[config.mk]
export PLATFORM = sky130hd
export DESIGN_NAME = multi_channel_led_pwm_controller
export DESIGN_NICKNAME = d
export VERILOG_FILES = /design/src/hdl/mcled_pkg.sv /design/src/hdl/mcled_engine.sv /design/src/hdl/multi_channel_led_pwm_controller.sv
export SDC_FILE = /design/constraint.sdc
export NUM_CORES = 1
export LEC_CHECK = 0
export BUFFER_PORTS_ARGS = -buffer_cell sky130_fd_sc_hd__buf_2
export CORE_ASPECT_RATIO = 0.6
export CORE_MARGIN = 1
export CORE_UTILIZATION = 65
export DETAILED_ROUTE_END_ITERATION = 10
export GPL_TIMING_DRIVEN = 0
export PLACE_DENSITY = 0.92
export SYNTH_ARGS = -nofsm -noshare
export SYNTH_HDL_FRONTEND = slang
export SYNTH_SLANG_ARGS = --single-unit
[constraint.sdc]
create_clock -name clk -period 13.6 [get_ports clk]
set_input_delay 0.68 -clock clk [delete_from_list [all_inputs] [get_ports clk]]
set_output_delay 0.68 -clock clk [all_outputs]
set_load 0.01 [all_outputs]
[src/hdl/mcled_pkg.sv]
`timescale 1ns / 1ps
`default_nettype none
// ----------------------------------------------------------------------------
// mcled_pkg: shared types and constants of the LED PWM dimmer
// Item layouts of the command and result channels, command and status codes,
// configuration register indexes and reset values.
// ----------------------------------------------------------------------------
package mcled_pkg;

	localparam int OUT_W   = 6;
	localparam int LEVEL_W = 7;
	localparam int COUNT_W = 8;
	localparam int CFG_W   = 8;

	typedef struct packed {
		logic [2:0]  mode;
		logic [7:0]  led_select;
		logic [15:0] value;
		logic [3:0]  length;
	} cmd_item_t;

	typedef struct packed {
		logic [OUT_W-1:0]   led_outputs;
		logic [2:0]         status;
		logic               selected_on;
		logic [LEVEL_W-1:0] selected_level;
	} rsp_item_t;

	// Command codes; every code above MODE_SET_LEVEL is unknown.
	localparam logic [2:0] MODE_TICK      = 3'd0;
	localparam logic [2:0] MODE_TOGGLE    = 3'd1;
	localparam logic [2:0] MODE_SET_STATE = 3'd2;
	localparam logic [2:0] MODE_SET_LEVEL = 3'd3;

	localparam logic [2:0] STATUS_OK        = 3'd0;
	localparam logic [2:0] STATUS_SHORT     = 3'd1;
	localparam logic [2:0] STATUS_UNKNOWN   = 3'd2;
	localparam logic [2:0] STATUS_BAD_LED   = 3'd3;
	localparam logic [2:0] STATUS_AUTO_LVL  = 3'd4;

	localparam logic [3:0] LEN_MIN       = 4'd2;
	localparam logic [3:0] LEN_SET_STATE = 4'd3;
	localparam logic [3:0] LEN_SET_LEVEL = 4'd4;

	localparam logic CFG_PERIOD_LENGTH = 1'b0;
	localparam logic CFG_DEFAULT_LEVEL = 1'b1;

	localparam logic [COUNT_W-1:0] PERIOD_RESET = 8'd100;
	localparam logic [LEVEL_W-1:0] LEVEL_RESET  = 7'd50;
	localparam logic [LEVEL_W-1:0] MAX_LEVEL    = 7'd100;

	// Per-mille values at or above this give a level of at least 101.
	localparam logic [15:0] PERMILLE_SAT = 16'd1010;
	// Reciprocal of ten in 11 fractional bits; exact for inputs below 1029.
	localparam logic [7:0]  RECIP_TEN    = 8'd205;

	// Per-mille to level: value / 10 saturated at MAX_LEVEL.
	function automatic logic [LEVEL_W-1:0] permille_to_level(input logic [15:0] permille);
		logic [17:0] prod;
		begin
			prod = {8'd0, permille[9:0]} * {10'd0, RECIP_TEN};
			if (permille >= PERMILLE_SAT) begin
				permille_to_level = MAX_LEVEL;
			end else begin
				permille_to_level = prod[17:11];
			end
		end
	endfunction

endpackage
`default_nettype wire

[src/hdl/mcled_engine.sv]
`timescale 1ns / 1ps
`default_nettype none
// ----------------------------------------------------------------------------
// mcled_engine: LED state and per-item update
// Holds the period counter, on flags and levels, applies one command or tick
// when an item is taken and forms its result from the updated state.
// ----------------------------------------------------------------------------
module mcled_engine #(
	parameter int NUM_LEDS = 6
) (
	input  wire                                clk,
	input  wire                                arst_n,
	input  wire                                fire,
	input  mcled_pkg::cmd_item_t               cmd,
	input  wire [mcled_pkg::COUNT_W-1:0]       period_length,
	input  wire [mcled_pkg::LEVEL_W-1:0]       default_level,
	output mcled_pkg::rsp_item_t               rsp
);

	logic [mcled_pkg::COUNT_W-1:0] tick_q, tick_d, tick_inc;
	logic [NUM_LEDS-1:0]           on_q, on_d;
	logic [mcled_pkg::LEVEL_W-1:0] level_q [NUM_LEDS];
	logic [mcled_pkg::LEVEL_W-1:0] level_d [NUM_LEDS];
	logic [NUM_LEDS-1:0]           hit, auto_lvl;
	logic [mcled_pkg::LEVEL_W-1:0] new_level;
	logic                          is_tick, too_short, unknown, sel_ok, cmd_ok;
	logic                          sel_on;
	logic [mcled_pkg::LEVEL_W-1:0] sel_level;
	logic [2:0]                    status;

	assign is_tick   = (cmd.mode == mcled_pkg::MODE_TICK);
	assign unknown   = (cmd.mode > mcled_pkg::MODE_SET_LEVEL);
	assign too_short = (cmd.length < mcled_pkg::LEN_MIN)
		|| (cmd.mode == mcled_pkg::MODE_SET_STATE && cmd.length < mcled_pkg::LEN_SET_STATE)
		|| (cmd.mode == mcled_pkg::MODE_SET_LEVEL && cmd.length < mcled_pkg::LEN_SET_LEVEL);
	assign sel_ok    = (cmd.led_select != 8'd0) && (cmd.led_select <= 8'(NUM_LEDS));
	assign cmd_ok    = !is_tick && !too_short && !unknown && sel_ok;
	assign new_level = mcled_pkg::permille_to_level(cmd.value);

	// The counter wraps at 256 before the period compare.
	always_comb begin
		tick_inc = tick_q + 8'd1;
		tick_d   = tick_q;
		if (is_tick) begin
			tick_d = (tick_inc >= period_length) ? '0 : tick_inc;
		end
	end

	always_comb begin
		for (int i = 0; i < NUM_LEDS; i++) begin
			hit[i]      = cmd_ok && (cmd.led_select == 8'(i + 1));
			on_d[i]     = on_q[i];
			level_d[i]  = level_q[i];
			auto_lvl[i] = 1'b0;
			if (hit[i]) begin
				unique case (cmd.mode)
					mcled_pkg::MODE_TOGGLE: begin
						on_d[i] = !on_q[i];
						if (!on_q[i] && level_q[i] == '0) begin
							level_d[i]  = default_level;
							auto_lvl[i] = 1'b1;
						end
					end
					mcled_pkg::MODE_SET_STATE: on_d[i] = (cmd.value != 16'd0);
					mcled_pkg::MODE_SET_LEVEL: level_d[i] = new_level;
					default: ;
				endcase
			end
		end
	end

	always_comb begin
		sel_on    = 1'b0;
		sel_level = '0;
		for (int i = 0; i < NUM_LEDS; i++) begin
			sel_on    = sel_on | (hit[i] & on_d[i]);
			sel_level = sel_level | (hit[i] ? level_d[i] : '0);
		end
	end

	always_comb begin
		priority if (is_tick) begin
			status = mcled_pkg::STATUS_OK;
		end else if (too_short) begin
			status = mcled_pkg::STATUS_SHORT;
		end else if (unknown) begin
			status = mcled_pkg::STATUS_UNKNOWN;
		end else if (!sel_ok) begin
			status = mcled_pkg::STATUS_BAD_LED;
		end else if (|auto_lvl) begin
			status = mcled_pkg::STATUS_AUTO_LVL;
		end else begin
			status = mcled_pkg::STATUS_OK;
		end
	end

	// Drive bits come from the state as it stands after this item.
	for (genvar g = 0; g < mcled_pkg::OUT_W; g++) begin : g_drive
		if (g < NUM_LEDS) begin : g_led
			assign rsp.led_outputs[g] = on_d[g] && (tick_d < {1'b0, level_d[g]});
		end else begin : g_none
			assign rsp.led_outputs[g] = 1'b0;
		end
	end

	assign rsp.status         = status;
	assign rsp.selected_on    = sel_on;
	assign rsp.selected_level = sel_level;

	always_ff @(posedge clk or negedge arst_n) begin
		if (!arst_n) begin
			tick_q <= '0;
			on_q   <= '0;
			for (int i = 0; i < NUM_LEDS; i++) begin
				level_q[i] <= mcled_pkg::LEVEL_RESET;
			end
		end else if (fire) begin
			tick_q <= tick_d;
			on_q   <= on_d;
			for (int i = 0; i < NUM_LEDS; i++) begin
				level_q[i] <= level_d[i];
			end
		end
	end

endmodule
`default_nettype wire

[src/hdl/multi_channel_led_pwm_controller.sv]
// Path: accepted item -> input register -> state update -> result register.
// Throughput: one item per cycle; the input register feeds the state update and
// result register in one pass, so only a stalled result slows intake.
// Reset (arst_n low): counter 0, all LEDs off, levels 50, period 100,
// default level 50, both channels empty.
`timescale 1ns / 1ps
`default_nettype none
// ----------------------------------------------------------------------------
// multi_channel_led_pwm_controller: six-channel PWM LED dimmer
// Tick items advance the PWM period counter; command items toggle, switch or
// dim one LED. Every item yields one result with drive bits and status.
// ----------------------------------------------------------------------------
module multi_channel_led_pwm_controller #(
	parameter int NUM_LEDS = 6
) (
	input  wire                            clk,
	input  wire                            arst_n,
	input  wire                            cmd_valid,
	output logic                           cmd_ready,
	input  mcled_pkg::cmd_item_t           cmd,
	output logic                           rsp_valid,
	input  wire                            rsp_ready,
	output mcled_pkg::rsp_item_t           rsp,
	input  wire                            cfg_we,
	input  wire                            cfg_index,
	input  wire [mcled_pkg::CFG_W-1:0]     cfg_data
);

	logic                          valid_s1;
	mcled_pkg::cmd_item_t          cmd_s1;
	logic                          advance;
	logic                          fire;
	mcled_pkg::rsp_item_t          rsp_comb;
	logic [mcled_pkg::COUNT_W-1:0] period_q;
	logic [mcled_pkg::LEVEL_W-1:0] dflt_level_q;

	// The input stage moves on whenever the result register is free or being taken.
	assign advance   = !rsp_valid || rsp_ready;
	assign fire      = valid_s1 && advance;
	assign cmd_ready = !valid_s1 || advance;

	always_ff @(posedge clk or negedge arst_n) begin
		if (!arst_n) begin
			valid_s1 <= 1'b0;
		end else if (cmd_ready) begin
			valid_s1 <= cmd_valid;
		end
	end

	always_ff @(posedge clk) begin
		if (cmd_ready && cmd_valid) begin
			cmd_s1 <= cmd;
		end
	end

	always_ff @(posedge clk or negedge arst_n) begin
		if (!arst_n) begin
			rsp_valid <= 1'b0;
		end else if (advance) begin
			rsp_valid <= valid_s1;
		end
	end

	always_ff @(posedge clk) begin
		if (fire) begin
			rsp <= rsp_comb;
		end
	end

	always_ff @(posedge clk or negedge arst_n) begin
		if (!arst_n) begin
			period_q     <= mcled_pkg::PERIOD_RESET;
			dflt_level_q <= mcled_pkg::LEVEL_RESET;
		end else if (cfg_we) begin
			unique case (cfg_index)
				mcled_pkg::CFG_PERIOD_LENGTH: period_q <= cfg_data;
				mcled_pkg::CFG_DEFAULT_LEVEL: begin
					dflt_level_q <= (cfg_data[6:0] > mcled_pkg::MAX_LEVEL)
						? mcled_pkg::MAX_LEVEL : cfg_data[6:0];
				end
				default: ;
			endcase
		end
	end

	mcled_engine #(
		.NUM_LEDS(NUM_LEDS)
	) u_engine (
		.clk           (clk),
		.arst_n        (arst_n),
		.fire          (fire),
		.cmd           (cmd_s1),
		.period_length (period_q),
		.default_level (dflt_level_q),
		.rsp           (rsp_comb)
	);

endmodule
`default_nettype wire
# After elaboration in Yosys (flattened, before gate mapping)
# Index checks and enable logic that the tools add are counted.
# classes
n_lt_le_gt_ge	14
n_bitwise	18
n_reduce_logical	55
n_mul	1
addsub	1
n_mux	62
eq_ne	9
# ops
op	count
2-to-1 mux 7 bit	20
case mux 7 bit (2 select lines)	6
< comparator 8 x 7 -> 1 bit	6
logical NOT 7 bit	6
OR 7 bit	5
logical AND 1 bit	26
2-to-1 mux 1 bit	25
equality test 8 x 3 -> 1 bit (second input constant)	3
multiplier 10 x 8 -> 18 bit (second input constant)	1
equality test 8 x 2 -> 1 bit (second input constant)	2
greater-or-equal comparator 16 x 10 -> 1 bit (second input constant)	1
2-to-1 mux 8 bit	2
nonzero test 16 bit	1
case mux 1 bit (2 select lines)	6
logical NOT 1 bit	11
adder 8 x 1 -> 8 bit (second input constant)	1
equality test 8 x 1 -> 1 bit (second input constant)	1
greater-or-equal comparator 8 bit	1
<= comparator 8 x 3 -> 1 bit (second input constant)	1
< comparator 4 x 2 -> 1 bit (second input constant)	2
nonzero test 8 bit	1
greater-than comparator 7 bit (second input constant)	1
bitwise AND 1 bit	6
equality test 3 x 2 -> 1 bit (second input constant)	2
13 further kinds	23
# totals
ff_bits	121
out_inout_bits	19
wordCells	182

# Logic depth before layout (Yosys ltp)
# logic_depth
word_depth	16
mapped_depth	25
depth_no_buf	25

# Modules after synthesis
# A second synthesis with hierarchy kept.
# hier_totals
cells_unflattened	1076
area_unflattened_um2	9917.0
# modules_own_cells
mod	area_each_um2	cells_per_inst	n_inst
mcled_engine	7712.4	976	1
multi_channel_led_pwm_controller	2204.6	100	1

# Least setup slack after synthesis
# No wires, ideal clock.
# synth_timing
path_type	register -> register
start	register cmd_s1[9] (netlist bit)
end	register rsp[16] (netlist bit), data pin
period_less_slack_ns	5.574
n_path_buf	0
path_stages_with_launch	21
required_time_ns	13.432
arrival_ns	5.406
setup_slack_ns	8.026
path_cell_list	edfxtp_1 > ha_1 > fa_1 > fa_1 > inv_1 > fa_1 > inv_1 > ha_1 > o21ai_0 > and2_1 > or4_4 > a21oi_1 > nor3_1 > or3_4 > a21oi_1 > o22ai_1 > ha_1 > a21o_1 > a21o_1 > a221o_1 > a211oi_1
# synth_lines
element	line	text
start: declaration	multi_channel_led_pwm_controller.sv:30	mcled_pkg::cmd_item_t cmd_s1;
start signal: assignment	multi_channel_led_pwm_controller.sv:52	cmd_s1 <= cmd;
end signal: assignment	multi_channel_led_pwm_controller.sv:66	rsp <= rsp_comb;
end: declaration	multi_channel_led_pwm_controller.sv:23	output mcled_pkg::rsp_item_t rsp,

==> results_tabular.tex <==
\begin{tabular}{lr}
\hline
Metric & Value \\
\hline
\multicolumn{2}{l}{\textbf{Status}} \\
\quad Run status & complete, no violations \\
\multicolumn{2}{l}{\textbf{Power}} \\
\quad Sequential share of power & 0.319 \\
\quad Leakage component of the power & 0.00469 uW \\
\quad Combinational group share of total power & 0.341 \\
\quad Switching portion of total power & 0.379 \\
\quad Cell Pwr Density & 127 nW/um\^{}2 \\
\quad Share of power burned in the clock network & 0.340 \\
\quad Total power draw & 1350 uW \\
\quad Internal power consumption & 837 uW \\
\quad P\_sw & 512 uW \\
\quad IR drop worst, VDD & 96.4 uV \\
\multicolumn{2}{l}{\textbf{Route}} \\
\quad Antenna Violating Nets Remaining & 0 \\
\quad Violation count after the first detailed-routing iteration & 1,538 \\
\quad Per-cell via count in the routed design & 6.98 \\
\quad Total wire length & 33,300 um \\
\quad DR WL/cell & 24.9 um \\
\quad First drt pass iteration count & 7 \\
\quad Total via count after detailed routing & 9,330 \\
\quad Remaining DRCs & 0 \\
\multicolumn{2}{l}{\textbf{Yosys}} \\
\quad Number of cells produced by synthesis & 1,044 \\
\quad Largest cells by area after synthesis & sky130\_fd\_sc\_hd\_\_edfxtp\_1 (15\%), sky130\_fd\_sc\_hd\_\_ha\_1 (13\%), sky130\_fd\_sc\_hd\_\_dfrtp\_1 (13\%) \\
\quad Average size of a mapped cell & 9.00 sq um \\
\quad Post-synth design cell area & 9400 sq um \\
\quad Library cell with the largest summed area after synthesis & sky130\_fd\_sc\_hd\_\_edfxtp\_1 \\
\quad EDFF count, synth & 48 \\
\quad Synthesized net count & 1,206 \\
\quad Async set-or-reset flop fraction in the synthesized netlist & 0.603 \\
\quad Proportion of netlist area held by the largest area contributor & 0.153 \\
\quad Most frequently used flop master after synthesis & sky130\_fd\_sc\_hd\_\_dfrtp\_1 \\
\quad FF+latch count, synth & 121 \\
\quad Sequential cell area fraction in the yosys report & 0.351 \\
\quad YS warnings & 0 \\
\quad Count of different cell masters after synthesis & 88 \\
\multicolumn{2}{l}{\textbf{Timing}} \\
\quad Max Clk Rate & 143 MHz \\
\quad Hold Violations, Final & 0 \\
\quad Worst slew pin tran & 1.14 ns \\
\quad Max Transition Viols Final & 0 \\
\quad Final setup violation count & 0 \\
\quad Total Neg Setup Slack & 0 ns \\
\quad Max-slew headroom & 0.237 \\
\quad Unrepaired setup endpoints after global routing & false \\
\quad Portion of the clock cycle consumed by the worst path in the final layout & 0.514 \\
\quad Final worst path period need & 7.00 ns \\
\quad Post-Route Skew & 0.0122 ns \\
\multicolumn{2}{l}{\textbf{Worst hold path}} \\
\quad Type of the most critical hold path & primary input to asynchronous set/reset pin \\
\multicolumn{2}{l}{\textbf{Finish}} \\
\quad Area of the multi-input gates & 5640 sq um \\
\quad Area taken by flip-flops and latches & 3300 sq um \\
\quad Area growth from synthesis to layout & 12.6\% \\
\quad Fraction of layout cells with a size suffix above 1 & 0.161 \\
\quad Final net count & 1,292 \\
\quad Final std cell area, no fill & 10,600 sq um \\
\quad Layout fillers & 979 \\
\multicolumn{2}{l}{\textbf{CTS}} \\
\quad Clock Pin Slew Worst Setup and Hold Paths & 0.07 ns \\
\quad Number of hold buffers added after cts & 0 \\
\quad Total clock buffers created by CTS & 17 \\
\quad Post-cts sizing count & 0 \\
\quad Root buffer cell & sky130\_fd\_sc\_hd\_\_clkbuf\_16 \\
\quad \# H-tree levels & 4 \\
\quad Clk buf depth & 2 \\
\quad Count of clock tree sinks & 121 \\
\quad Setup Fix Bufs, Post-CTS & 0 \\
\quad Clock insertion delay at the later pin of the skew report & 0.43 ns \\
\quad CTS tree & done \\
\multicolumn{2}{l}{\textbf{Worst setup path}} \\
\quad Cell mode on critical path & sky130\_fd\_sc\_hd\_\_inv\_1 \\
\quad Kind of capture point of the worst setup path & register \\
\quad Arrival time at the worst endpoint & 7.22 ns \\
\quad Standard cell with the maximum stage delay on the critical path & sky130\_fd\_sc\_hd\_\_a211oi\_1 \\
\quad Maximum fanout count along the critical path & 5 \\
\quad Max incr delay on CP & 0.74 ns \\
\quad Launching element type of the critical path & register \\
\quad Critical setup path kind & register to register \\
\quad Required time at the endpoint of the critical path & 13.82 ns \\
\quad Cells along the critical path & ha\_1 -> inv\_1 -> fa\_1 -> inv\_1 -> fa\_1 -> inv\_1 -> fa\_1 -> inv\_1 -> ha\_1 -> a21o\_1 -> a2111oi\_2 -> o21ai\_0 -> nand2\_1 -> o31ai\_1 -> a211oi\_1 -> o21ai\_0 -> and2\_1 -> ha\_1 -> nand3\_1 -> nor2\_1 -> a211oi\_1 -> o21ai\_0 -> nor4\_1 \\
\multicolumn{2}{l}{\textbf{Floorplan}} \\
\quad Die footprint & 15,000 sq um \\
\quad Starting density of the core & 0.677 \\
\quad Ports placed on the boundary & 64 \\
\quad Die Y & 95.1 um \\
\quad Number of rows created at floorplan & 33 \\
\quad Placeable Area & 13,900 sq um \\
\quad X dimension of the die & 157 um \\
\multicolumn{2}{l}{\textbf{Global route}} \\
\quad Remaining global-route overflow & 0 \\
\quad Via count of the first global-routing pass & 8,535 \\
\quad Gr usage total & 0.463 \\
\quad Maximum number of pins on one net before global-route repair & 43 \\
\quad Initial antenna violation count & 2 \\
\quad First-pass GRT wire length & 50,000 um \\
\multicolumn{2}{l}{\textbf{Place}} \\
\quad Detailed-placement wirelength estimate & 25,500 um \\
\quad Routability congestion estimate from global placement & 1.07 \\
\quad Placement Cell Area & 10000 sq um \\
\quad \# port buffers & 63 \\
\multicolumn{2}{l}{\textbf{Job}} \\
\quad Count of maximum capacitance violations & 0 \\
\hline
\end{tabular}
## Yosys cell counts, drive strengths merged (9+ instances only)
cell type,instances
and2,9
o21a,11
nor3,22
nand2,150
dfstp,24
clkbuf,29
o22ai,11
dfrtp,49
edfxtp,48
ha,100
nand3,33
o21ai,97
a22oi,9
inv,76
nand2b,13
a21o,16
buf,11
nor2,63
a31oi,13
a21oi,81
nor4,11
mux2,17
fa,17
or4,13
## critical path, delay by kind of cell (launching register included)
family	cells	cell delay, ns
simple gates	5	0.99
buf+inv	4	0.21
flops	1	0.53
compound gates	8	2.48
fa+ha+maj	6	2.56
## state kept, by name, summed over array words and instances (netlist names)
register	count
u_engine.on_q	6
u_engine.level_q	42
dflt_level_q	7
rsp	17
cmd_s1	31
u_engine.tick_q	8
period_q	8
rsp_valid	1
valid_s1	1
## through the flow
step	std cells	setup WS, ns	utilization	hold slack, ns
after floorplan	1044	8.03	-	0.384
after global placement	1299	6.95	0.717	0.473
after detailed placement	1303	6.97	0.721	0.480
after CTS	1335	6.91	0.762	0.222
after global routing	1335	6.57	0.762	0.236
final	1337	6.60	0.763	0.218
## power by group through the flow
stage / combinational [uW] / sequential (uW) / clock (uW)
6_report: 459 / 430 / 459
5_1_grt: 501 / 432 / 472
4_1_cts: 441 / 429 / 455
3_5_place_dp: 438 / 435 / 0
3_3_place_gp: 412 / 434 / 0
2_1_floorplan: 304 / 429 / 0
## metal layers
layer,global-route usage,up-vias,wire length [um]
li1,-,3997,-
met1,0.669,4384,13500
met2,0.626,808,12800
met3,0.165,139,5660
met4,0.167,2,1180
met5,0.0306,-,59
## final cells by class
type / count / share of cell area
buffer: 40 / 0.0167
clock inverter: 15 / 0.0144
multi-input combinational: 807 / 0.533
clock buffer: 17 / 0.0402
inverter: 76 / 0.0270
sequential: 121 / 0.312
tap: 192 / 0.0227
antenna: 2 / 0.000473
timing repair buffer: 67 / 0.0341
## cells in the final DEF (no fill, tap or decap), types with 5 or more instances in the layout
cell / Yosys / layout
sky130_fd_sc_hd__clkbuf_16: 0 / 17
sky130_fd_sc_hd__a21oi_1: 81 / 81
sky130_fd_sc_hd__a22oi_1: 7 / 7
sky130_fd_sc_hd__fa_1: 17 / 17
sky130_fd_sc_hd__o221ai_1: 7 / 7
sky130_fd_sc_hd__nor2b_1: 6 / 6
sky130_fd_sc_hd__a21o_1: 16 / 16
sky130_fd_sc_hd__o21a_1: 11 / 11
sky130_fd_sc_hd__a211oi_1: 7 / 7
sky130_fd_sc_hd__and2_1: 9 / 8
sky130_fd_sc_hd__nand2b_1: 13 / 13
sky130_fd_sc_hd__nor2_1: 57 / 57
sky130_fd_sc_hd__o21ai_0: 84 / 78
sky130_fd_sc_hd__clkbuf_1: 29 / 29
sky130_fd_sc_hd__buf_2: 2 / 65
sky130_fd_sc_hd__o22ai_1: 10 / 10
sky130_fd_sc_hd__nor4_1: 10 / 10
sky130_fd_sc_hd__xor2_1: 5 / 5
sky130_fd_sc_hd__inv_6: 0 / 6
sky130_fd_sc_hd__or4_1: 10 / 10
sky130_fd_sc_hd__inv_1: 74 / 74
sky130_fd_sc_hd__dfstp_2: 24 / 24
sky130_fd_sc_hd__buf_4: 4 / 8
sky130_fd_sc_hd__nor3_1: 21 / 21
sky130_fd_sc_hd__edfxtp_1: 48 / 48
sky130_fd_sc_hd__o21ai_1: 11 / 17
sky130_fd_sc_hd__ha_1: 100 / 100
sky130_fd_sc_hd__xnor2_1: 6 / 6
sky130_fd_sc_hd__mux2_2: 17 / 17
sky130_fd_sc_hd__nand2_1: 148 / 148
sky130_fd_sc_hd__a31oi_1: 12 / 12
sky130_fd_sc_hd__and3_1: 8 / 8
sky130_fd_sc_hd__nand3_1: 30 / 30
sky130_fd_sc_hd__dfrtp_1: 49 / 49
sky130_fd_sc_hd__a22o_1: 7 / 7
## cells by family (layout without fill, tap and decap cells)
| group | count (synthesis) | in the layout | synth area share |
|---|---|---|---|
| simple gates | 348 | 348 | 0.185 |
| buf+inv | 116 | 215 | 0.0490 |
| fa+ha+maj | 117 | 117 | 0.169 |
| mux | 19 | 19 | 0.0225 |
| xor+xnor | 11 | 11 | 0.0103 |
| flops | 121 | 121 | 0.351 |
| other cells | 0 | 2 | 0 |
| compound gates | 312 | 312 | 0.213 |
## path summary, 6_finish.rpt
check | start | cells after the start | endpoint | slack, ns
hold reg to reg | u_engine.level_q[4] | 2 | u_engine.level_q[4] | 0.49
min in group clk | cmd[29] | 1 | cmd_s1[29] | 0.42
setup reg to reg | cmd_s1[12] | 23 | rsp[11] | 6.60
max in group asynchronous | arst_n | 2 | dflt_level_q[5] | 12.72
setup / recovery | cmd_s1[12] | 23 | rsp[11] | 6.60
hold / removal | arst_n | 1 | u_engine.on_q[4] | 0.22
(Power assumes the default switching activity.)
